<file path="src/hw/rtl/ddrg_pkg.sv">
// Package for the dedup deadline relay gate: transaction structs, event codes,
// register indexes and fixed constants.
// No dependencies.
package ddrg_pkg;

	localparam int CFG_INDEX_W = 2;
	localparam int CFG_DATA_W  = 32;

	localparam logic [CFG_INDEX_W-1:0] REG_DEFAULT_DURATION = 2'd0;
	localparam logic [CFG_INDEX_W-1:0] REG_RELAY_ACTIVE_LOW = 2'd1;

	localparam logic CMD_RELEASE = 1'b0;
	localparam logic CMD_TICK    = 1'b1;

	localparam logic [31:0] CLOCK_SYNC_EPOCH       = 32'd1700000000;
	localparam logic [31:0] DEFAULT_DURATION_RESET = 32'd5000;

	typedef enum logic [2:0] {
		EV_NONE      = 3'd0,
		EV_RELEASED  = 3'd1,
		EV_DUPLICATE = 3'd2,
		EV_EXPIRED   = 3'd3,
		EV_TIMEOUT   = 3'd4
	} event_t;

	typedef struct packed {
		logic        cmd;
		logic [63:0] msg_id_high;
		logic [63:0] msg_id_low;
		logic        msg_id_present;
		logic        deadline_present;
		logic [31:0] deadline_epoch;
		logic [31:0] now_epoch;
		logic        duration_present;
		logic [31:0] duration_ms;
		logic [63:0] verification_tag;
	} item_t;

	typedef struct packed {
		event_t      event_res;
		logic        relay_level;
		logic        lamp_on;
		logic [63:0] event_tag;
		logic        deadline_unchecked;
	} result_t;

	typedef struct packed {
		logic start;
		logic present;
	} seen_req_t;

	typedef struct packed {
		logic done;
		logic dup;
	} seen_rsp_t;

endpackage

</file>
<file path="src/hw/rtl/dedup_deadline_relay_gate.sv">
// Top level of the dedup deadline relay gate: command control, deadline check,
// relay window timer and configuration. Depends on ddrg_pkg, ddrg_seen.
//
//   channel   handshake          payload      notes
//   input     start / busy       item         accepted when start and not busy
//   result    done               result       a single-cycle done per result, no stall
//   config    cfg_we             cfg_index,   written at once, no read-back
//                                cfg_wdata
//
// A tick's result is registered and appears in the cycle after acceptance; busy stays low.
// A release scans the identifier ring one RAM entry per cycle, with busy high while it
// waits for the ring; a release without an identifier skips the scan, and its result
// passes through the ring's done register and then the top's result register.
// Reset is asynchronous; it clears the ring valid bits and window state and sets the config registers to defaults.
// The receiver cannot stall; every result transaction is taken when done is high.
module dedup_deadline_relay_gate import ddrg_pkg::*; #(
	parameter int SEEN_DEPTH = 20
) (
	input  logic                   clk,
	input  logic                   arst_n,
	input  logic                   start,
	output logic                   busy,
	input  item_t                  item,
	output logic                   done,
	output result_t                result,
	input  logic                   cfg_we,
	input  logic [CFG_INDEX_W-1:0] cfg_index,
	input  logic [CFG_DATA_W-1:0]  cfg_wdata
);

	typedef enum logic {C_IDLE, C_WAIT} state_t;

	state_t      state_q;
	item_t       item_q;
	logic [31:0] default_dur_q;
	logic        active_low_q;
	logic        open_q;
	logic [31:0] close_q;
	logic [31:0] ms_q;
	logic [63:0] wtag_q;
	logic        done_q;
	result_t     result_q;

	seen_req_t   seen_req;
	seen_rsp_t   seen_rsp;
	logic        accept;
	logic [31:0] ms_next;
	logic [31:0] elapsed;
	logic        expire;
	logic        unchk;
	logic        expired;
	logic [31:0] len;

	assign accept           = start && (state_q == C_IDLE);
	assign seen_req.start   = accept && (item.cmd == CMD_RELEASE);
	assign seen_req.present = item.msg_id_present;

	assign ms_next = ms_q + 32'd1;
	assign elapsed = ms_next - close_q;
	assign expire  = open_q && !elapsed[31];

	assign unchk   = item_q.deadline_present &&
		((item_q.deadline_epoch == 32'd0) || (item_q.now_epoch <= CLOCK_SYNC_EPOCH));
	assign expired = item_q.deadline_present && !unchk &&
		(item_q.deadline_epoch < item_q.now_epoch);
	assign len     = item_q.duration_present ? item_q.duration_ms : default_dur_q;

	ddrg_seen #(
		.SEEN_DEPTH(SEEN_DEPTH)
	) u_seen (
		.clk    (clk),
		.arst_n (arst_n),
		.req    (seen_req),
		.id_high(item_q.msg_id_high),
		.id_low (item_q.msg_id_low),
		.rsp    (seen_rsp)
	);

	always_ff @(posedge clk or negedge arst_n) begin
		if (!arst_n) begin
			default_dur_q <= DEFAULT_DURATION_RESET;
			active_low_q  <= 1'b0;
		end else if (cfg_we) begin
			case (cfg_index)
				REG_DEFAULT_DURATION: default_dur_q <= cfg_wdata;
				REG_RELAY_ACTIVE_LOW: active_low_q  <= cfg_wdata[0];
				default: ;
			endcase
		end
	end

	always_ff @(posedge clk) begin
		if (accept) begin
			item_q <= item;
		end
	end

	always_ff @(posedge clk or negedge arst_n) begin
		if (!arst_n) begin
			state_q  <= C_IDLE;
			open_q   <= 1'b0;
			close_q  <= '0;
			ms_q     <= '0;
			wtag_q   <= '0;
			done_q   <= 1'b0;
			result_q <= '0;
		end else begin
			done_q <= 1'b0;
			case (state_q)
				C_IDLE: begin
					if (accept) begin
						if (item.cmd == CMD_TICK) begin
							ms_q                        <= ms_next;
							done_q                      <= 1'b1;
							result_q.relay_level        <= (open_q && !expire) ^ active_low_q;
							result_q.lamp_on            <= open_q && !expire;
							result_q.deadline_unchecked <= 1'b0;
							if (expire) begin
								open_q             <= 1'b0;
								result_q.event_res <= EV_TIMEOUT;
								result_q.event_tag <= wtag_q;
							end else begin
								result_q.event_res <= EV_NONE;
								result_q.event_tag <= '0;
							end
						end else begin
							state_q <= C_WAIT;
						end
					end
				end
				C_WAIT: begin
					if (seen_rsp.done) begin
						state_q <= C_IDLE;
						done_q  <= 1'b1;
						if (seen_rsp.dup) begin
							result_q.event_res          <= EV_DUPLICATE;
							result_q.relay_level        <= open_q ^ active_low_q;
							result_q.lamp_on            <= open_q;
							result_q.event_tag          <= '0;
							result_q.deadline_unchecked <= 1'b0;
						end else if (expired) begin
							result_q.event_res          <= EV_EXPIRED;
							result_q.relay_level        <= open_q ^ active_low_q;
							result_q.lamp_on            <= open_q;
							result_q.event_tag          <= '0;
							result_q.deadline_unchecked <= 1'b0;
						end else begin
							open_q                      <= 1'b1;
							close_q                     <= ms_q + len;
							wtag_q                      <= item_q.verification_tag;
							result_q.event_res          <= EV_RELEASED;
							result_q.relay_level        <= ~active_low_q;
							result_q.lamp_on            <= 1'b1;
							result_q.event_tag          <= item_q.verification_tag;
							result_q.deadline_unchecked <= unchk;
						end
					end
				end
				default: begin
					state_q <= C_IDLE;
				end
			endcase
		end
	end

	assign busy   = (state_q == C_WAIT);
	assign done   = done_q;
	assign result = result_q;

endmodule

</file>
<file path="src/hw/rtl/ddrg_ram.sv">
// Generic single-port-write, single-port-read RAM with a registered read.
// No dependencies.
module ddrg_ram #(
	parameter int WIDTH = 128,
	parameter int DEPTH = 20,
	parameter int AW    = (DEPTH > 1) ? $clog2(DEPTH) : 1
) (
	input  logic             clk,
	input  logic             we,
	input  logic [AW-1:0]    waddr,
	input  logic [WIDTH-1:0] wdata,
	input  logic             re,
	input  logic [AW-1:0]    raddr,
	output logic [WIDTH-1:0] rdata
);

	logic [WIDTH-1:0] mem [DEPTH];

	always_ff @(posedge clk) begin
		if (we) begin
			mem[waddr] <= wdata;
		end
		if (re) begin
			rdata <= mem[raddr];
		end
	end

endmodule

</file>
<file path="src/hw/rtl/ddrg_seen.sv">
// Ring of recently seen message identifiers: scans the RAM one entry per cycle
// for a duplicate and records new identifiers. Depends on ddrg_pkg, ddrg_ram.
module ddrg_seen import ddrg_pkg::*; #(
	parameter int SEEN_DEPTH = 20
) (
	input  logic        clk,
	input  logic        arst_n,
	input  seen_req_t   req,
	input  logic [63:0] id_high,
	input  logic [63:0] id_low,
	output seen_rsp_t   rsp
);

	localparam int IW = (SEEN_DEPTH > 1) ? $clog2(SEEN_DEPTH) : 1;
	localparam logic [IW-1:0] LAST_IDX = IW'(SEEN_DEPTH - 1);

	typedef enum logic [1:0] {S_IDLE, S_SCAN, S_DRAIN} state_t;

	state_t                state_q;
	logic [IW-1:0]         idx_q;
	logic [IW-1:0]         idx_s1;
	logic                  rd_vld_s1;
	logic [IW-1:0]         ptr_q;
	logic [SEEN_DEPTH-1:0] valid_q;
	logic                  hit_q;
	logic                  done_q;
	logic                  dup_q;
	logic [127:0]          rdata;
	logic                  match;
	logic                  hit_final;
	logic                  ram_we;
	logic                  ram_re;
	logic [IW-1:0]         ptr_next;

	assign match     = rd_vld_s1 && valid_q[idx_s1] && (rdata == {id_high, id_low});
	assign hit_final = hit_q | match;
	assign ram_re    = (state_q == S_SCAN);
	assign ram_we    = (state_q == S_DRAIN) && !hit_final;
	assign ptr_next  = (ptr_q == LAST_IDX) ? '0 : ptr_q + IW'(1);

	ddrg_ram #(
		.WIDTH(128),
		.DEPTH(SEEN_DEPTH),
		.AW   (IW)
	) u_ram (
		.clk  (clk),
		.we   (ram_we),
		.waddr(ptr_q),
		.wdata({id_high, id_low}),
		.re   (ram_re),
		.raddr(idx_q),
		.rdata(rdata)
	);

	always_ff @(posedge clk or negedge arst_n) begin
		if (!arst_n) begin
			state_q   <= S_IDLE;
			idx_q     <= '0;
			idx_s1    <= '0;
			rd_vld_s1 <= 1'b0;
			ptr_q     <= '0;
			valid_q   <= '0;
			hit_q     <= 1'b0;
			done_q    <= 1'b0;
			dup_q     <= 1'b0;
		end else begin
			done_q    <= 1'b0;
			idx_s1    <= idx_q;
			rd_vld_s1 <= (state_q == S_SCAN);
			case (state_q)
				S_IDLE: begin
					if (req.start) begin
						if (req.present) begin
							idx_q   <= '0;
							hit_q   <= 1'b0;
							state_q <= S_SCAN;
						end else begin
							valid_q[ptr_q] <= 1'b0;
							ptr_q          <= ptr_next;
							done_q         <= 1'b1;
							dup_q          <= 1'b0;
						end
					end
				end
				S_SCAN: begin
					hit_q <= hit_final;
					if (idx_q == LAST_IDX) begin
						state_q <= S_DRAIN;
					end else begin
						idx_q <= idx_q + IW'(1);
					end
				end
				S_DRAIN: begin
					if (!hit_final) begin
						valid_q[ptr_q] <= 1'b1;
						ptr_q          <= ptr_next;
					end
					done_q  <= 1'b1;
					dup_q   <= hit_final;
					state_q <= S_IDLE;
				end
				default: begin
					state_q <= S_IDLE;
				end
			endcase
		end
	end

	assign rsp.done = done_q;
	assign rsp.dup  = dup_q;

endmodule

</file>
<file path="config.mk">
export PLATFORM = sky130hd
export DESIGN_NAME = dedup_deadline_relay_gate
export DESIGN_NICKNAME = d
export VERILOG_FILES = /design/src/hw/rtl/ddrg_pkg.sv /design/src/hw/rtl/dedup_deadline_relay_gate.sv /design/src/hw/rtl/ddrg_ram.sv /design/src/hw/rtl/ddrg_seen.sv
export SDC_FILE = /design/constraint.sdc
export NUM_CORES = 2
export LEC_CHECK = 0
export BUFFER_PORTS_ARGS = -buffer_cell sky130_fd_sc_hd__buf_2
export CAP_MARGIN = 20
export CORE_MARGIN = 2
export CORE_UTILIZATION = 65
export DETAILED_ROUTE_END_ITERATION = 12
export PLACE_DENSITY = 0.79
export SYNTH_ARGS = -nofsm -noshare
export SYNTH_HDL_FRONTEND = slang
export SYNTH_HIERARCHICAL = 1
export SYNTH_SLANG_ARGS = --single-unit
</file>
<file path="constraint.sdc">
create_clock -name clk -period 15.27 [get_ports clk]
set_clock_uncertainty 0.15 [all_clocks]
set_input_delay 3.054 -clock clk [delete_from_list [all_inputs] [get_ports clk]]
set_output_delay 3.054 -clock clk [all_outputs]
set_load 0.02 [all_outputs]
</file>
; ---- After elaboration in Yosys (flattened, before gate mapping)
; Memory sizes are Yosys's and may differ from the RTL's. A register that Yosys moved wholly into a read port is not among the register bits.
; Index checks and enable logic that the tools add are counted.
[op_classes]
addsub = 5
n_mul = 0
n_div = 0
order_cmp = 5
eq_ne = 18
shift = 0
n_mux = 56
bitwise = 11
reduce_logical = 32
[op_table]
columns = op, n
row1 = 70-bit 2-to-1 mux, 3
row2 = 70-bit case mux with 2 select lines, 1
row3 = 69-bit 2-to-1 mux, 2
row4 = 128-bit == test, 1
row5 = 64-bit 2-to-1 mux, 1
row6 = 20-bit 2-to-1 mux, 3
row7 = 20-bit case mux with 2 select lines, 1
row8 = 5-bit 2-to-1 mux, 7
row9 = 32-bit by 1-bit adder with 32-bit output (second input constant), 1
row10 = 32-bit adder, 1
row11 = 32-bit by 31-bit less-or-equal comparator with 1-bit output (second input constant), 1
row12 = 32-bit zero test, 1
row13 = 32-bit less-than comparator, 1
row14 = 32-bit 2-to-1 mux, 1
row15 = 32-bit subtractor, 1
row16 = 1-bit 2-to-1 mux, 22
row17 = 2-bit != test (second input constant), 11
row18 = 20-bit AND, 1
row19 = 20-bit NOT, 1
row20 = 20-bit OR, 1
row21 = 5-bit case mux with 2 select lines, 2
row22 = 3-bit AND reduction, 5
row23 = 5-bit by 6-bit less-than comparator with 1-bit output (second input constant), 2
row24 = 1-bit case mux with 2 select lines, 6
row25 = other kinds (22), 50
[word_totals]
reg_bits = 565
latchBits = 0
ramBits = 2560
rom_bits = 0
inputBits = 330
output_inout_bits = 72
wordCells = 158
mem_count = 1
[mem_list]
columns = name, words, width, read_ports, rd_ports_with_merged_regs, wr, line_no
row1 = u_seen.u_ram.mem, 20, 128, 1, 1, 1, ddrg_ram.sv:17  ; logic [WIDTH-1:0] mem [DEPTH];

; ---- Longest topological paths before layout
[logic_depth]
word_depth = 10
ltp_mapped = 23
mapped_depth_nobuf = 19

; ---- By module
; The synthesis kept the hierarchy.
[by_module_without_submodules]
columns = mod, instances, cells_per_inst, area_each_um2, seq_area_each_um2
row1 = ddrg_ram, 1, 5102, 101782.6, 80717.4
row2 = dedup_deadline_relay_gate, 1, 1728, 22057.4, 14570.2
row3 = ddrg_seen, 1, 393, 3643.5, 1026.0

; ---- Worst setup path before layout
; OpenSTA, ideal clock, no wires.
[synth_path]
kind = input -> register
start = in start
end = reg ms_q[16]
setup_time_ns = 0.125
t_arrival_ns = 10.205
required_time_ns = 14.995
path_slack_ns = 4.790
cell_stages = 6
path_buffers = 0
cell_sequence = nand2_1 inv_1 nand2_1 nor2_1 nand3_1 xnor2_1
[synth_via]
elab_chain_cells = 2
[synth_rtl]
columns = item, line_no
row1 = start: declaration, dedup_deadline_relay_gate.sv:21  ; input logic start,
row2 = 1-bit logical AND, dedup_deadline_relay_gate.sv:54  ; assign accept = start && (state_q == C_IDLE);
row3 = net accept, dedup_deadline_relay_gate.sv:46  ; logic accept;
row4 = 3-bit AND reduction (no line), n/a
row5 = end signal: assignment, dedup_deadline_relay_gate.sv:113  ; ms_q <= ms_next;
row6 = end: declaration, dedup_deadline_relay_gate.sv:39  ; logic [31:0] ms_q;
; The timed path passes the listed nets, and every way through them passes these cells.
; A chain may end at the register's enable or synchronous reset.

; ---- Worst setup path after layout
[layout_path]
start = reg item_q[237] (netlist bit)
end = mem u_seen.u_ram.mem[16][105], enable pin
[layout_via]
elab_chain_cells = 7
[layout_rtl]
columns = item, line_no
row1 = start: declaration, dedup_deadline_relay_gate.sv:34  ; item_t item_q;
row2 = start signal: assignment, dedup_deadline_relay_gate.sv:94  ; item_q <= item;
row3 = 128-bit == test, ddrg_seen.sv:35  ; assign match = rd_vld_s1 && valid_q[idx_s1] && (rdata == {id_high, id_low});
row4 = 1-bit logical AND, ddrg_seen.sv:35
row5 = 1-bit OR, ddrg_seen.sv:36  ; assign hit_final = hit_q | match;
row6 = 1-bit zero test, ddrg_seen.sv:38  ; assign ram_we = (state_q == S_DRAIN) && !hit_final;
row7 = 1-bit logical AND, ddrg_seen.sv:38
row8 = net u_seen.ram_we, ddrg_seen.sv:31  ; logic ram_we;
row9 = 1-bit 2-to-1 mux, ddrg_ram.sv:20  ; if (we) begin
row10 = 1-bit 2-to-1 mux (not written as such), ddrg_ram.sv:21  ; mem[waddr] <= wdata;
row11 = end: declaration, ddrg_ram.sv:17
; The timed path passes the listed nets, and every way through them passes these cells.

==> impl_metrics.yaml <==
outcome:
  status: "finished clean"
cells_and_area:
  final_cell_mix: "2978 x edfxtp_1, 834 x mux2i_1, 404 x buf_2"
  drive_gt1_share_pct: 17.5
  nNetsFinal: 8155
  final_core_util_pct: 73.0
  n_fill_cell: 11203
  final_common_cell: "edfxtp_1"
  syn_to_final_growth_pct: 11.7
pwr:
  power_leakage_nw: 53.7
  p_seq_share_pct: 55.3
  power_switching_mw: 3.32
  peakVddDrop_mv: 0.128
  p_comb_share_pct: 0.8
  finalPower_mw: 17.4
  switching_share_pct: 19.1
  power_frac_clock_pct: 43.9
  p_int_mw: 14.1
  powerDensity_nw_per_um2: 122
drt:
  drt_wl_total_mm: 322
  via_per_inst: 6.67
  drtAntennaViolNets: 0
  drt_iter0_markers: 9121
  drc_errors: 0
  firstDrtPassIters: 6
  wire_per_inst_um: 30.4
  vias: 70693
floorplanning:
  die_h_um: 447
  io_pins: 402
  core_area_um2: 195000
  dieWidth_um: 447
  num_rows: 162
  die_area_um2: 200000
  start_util_pct: 65.4
flow_run:
  maxCapViolCount: 0
sta:
  setup-violations-final: 0
  hold_ws_ns: 0.311
  finalHoldViolations: 0
  worstMarginPinSlew_ns: 1.25
  setup_tns_ns: 0
  fin_crit_sh_pct: 50.0
  slew_viol_final: 0
  max_slew_margin_pct: 16.4
  setup_ws_ns: 7.64
  rsz0062_at_grt: "false"
  period_needed_ns: 7.63
  max_freq_mhz: 131
synth:
  synth_cells: 7223
  synth_edf_count: 2978
  synth_cell_types: 86
  syn_area_um2: 127000
  synthFlopType: "edfxtp_1"
  yosysWarnings: 6
  yosysSeqAreaShare_pct: 75.5
  avgSynthCellArea_um2: 17.6
  synthesis.nets: 7652
  synthArstFlopShare_pct: 8.45
  synth_seq_cells: 3253
hold_path:
  hp-class: "reg2reg"
  hp-start: "result[2]"
global_routing:
  grt_pass1_vias: 70428
  grt_first_pass_wirelength_mm: 465
  overflow: 0
  grt_max_degree: 143
  grt_use_total_pct: 32.2
  antenna_found_initial: 25
cts:
  cts-root-buf: "clkbuf_16"
  clock_path_buffers: 4
  cts_hold_buf: 0
  cts_made_buffers: 329
  post_cts_buffers: 0
  clk_latency_ns: 0.97
  cts_tree: "built"
  cts_sinks: 3253
  ctsResizeCount: 0
  htreeDepth: 5
  clkTransAtPathRegs_ns: 0.06
setup_path:
  endpoint_kind: "flop"
  arrival_ns: 8.02
  start_kind: "flop"
  critPathKind: "reg2reg"
  path_max_fanout: 53
  reg2reg_from: "item_q[237]"
  crit_start: "item_q[237]"
  required_ns: 15.66
placed_design:
  port_buffers: 401
  dpl.hpwl_mm: 170
  gp_congestion: 0.866
  pre_cts_slack_ns: 7.89
sequential cells by signal (all words and copies together), names as in the netlist, 2 cells and up, named ones only:
register,cells
u_seen/idx_q,5
u_seen/idx_s1,5
u_seen/u_ram/rdata,128
result,70
item_q,290
default_dur_q,32
u_seen/ptr_q,5
u_seen/u_ram/mem,2560
u_seen/state_q,2
ms_q,32
wtag_q,64
close_q,32
power by group through the flow:
stage	Combinational, mW	Clock (mW)	Sequential (mW)
after detailed placement	0.138	0	9.81
after global routing	0.150	8.04	9.62
final	0.139	7.64	9.62
after CTS	0.140	7.72	9.62
after global placement	0.137	0	9.81
after floorplan	0.0481	0	9.80
Yosys cell counts (94+ instances only):
| library cell | number | area, um2 |
|---|---|---|
| mux2i_1 | 834 | 8350 |
| mux2_2 | 119 | 1340 |
| edfxtp_1 | 2978 | 89400 |
| nor3_1 | 270 | 1350 |
| dfrtp_1 | 270 | 6760 |
| xor2_1 | 121 | 1060 |
| o22ai_1 | 322 | 2010 |
| ha_1 | 98 | 1230 |
| o21ai_0 | 147 | 736 |
| inv_1 | 129 | 484 |
| mux4_2 | 215 | 4840 |
| buf_2 | 94 | 470 |
| nand2_1 | 400 | 1500 |
| clkbuf_1 | 152 | 571 |
| nor2_1 | 274 | 1030 |
metal layers:
layer	track usage (%)	up-vias	share of wire (%)
li1	-	29392	-
met1	43.0	35707	36
met2	51.9	4679	48
met3	6.24	893	11
met4	14.7	22	5.0
met5	0	-	0.045
worst max-delay path, stage by stage (launching register included):
cell	delay, ns
edfxtp_1	0.72
xor2_1	0.82
nor4_1	0.28
nand4_1	0.30
nor4_1	0.16
a41oi_4	0.87
and2_1	0.32
or3b_2	0.62
nor2_4	0.89
buf_4	0.98
buf_4	0.99
final cells by class:
class | count | area (um2) | area share [%]
clock inverter | 157 | 1340 | 0.942
timing repair buffer | 531 | 3240 | 2.28
sequential | 3253 | 96300 | 67.7
tap | 2624 | 3280 | 2.31
inverter | 131 | 504 | 0.354
antenna | 7 | 17.5 | 0.0123
multi-input combinational | 3480 | 28900 | 20.3
clock buffer | 416 | 8750 | 6.15
through the flow:
| step | area, um2 | instances |
|---|---|---|
| finish | 142000 | 10599 |
| global route | 142000 | 10597 |
| CTS | 142000 | 10589 |
| detailed placement | 132000 | 10016 |
| global placement | 132000 | 10008 |
| floorplan | 127000 | 7223 |
kinds of logic (layout without fill, tap and decap cells):
kind of cell | after synthesis | count (layout) | share of synthesized area, %
other | 0 | 7 | 0
buffers and inverters | 490 | 1235 | 1.97
XOR/XNOR | 178 | 178 | 1.23
AO/OA/AOI/OAI | 837 | 837 | 4.45
multiplexers | 1185 | 1185 | 11.6
flip-flops | 3253 | 3253 | 75.5
AND/OR/NAND/NOR | 1181 | 1181 | 4.26
adder cells (fa/ha/maj) | 99 | 99 | 0.978
worst paths after layout:
kind                                        endpoint  slack (ns)  cells after the start
min                                        result[2]        0.31                      2
max in group asynchronous                 wtag_q[23]       10.09                      4
min reg2reg                                result[2]        0.31                      2
max reg2reg                u_seen/u_ram/mem[16][105]        7.64                     10
min in group asynchronous          default_dur_q[27]        2.02                      1
max                        u_seen/u_ram/mem[16][105]        7.64                     10
Note: power is estimated with default switching activity, not from simulation.
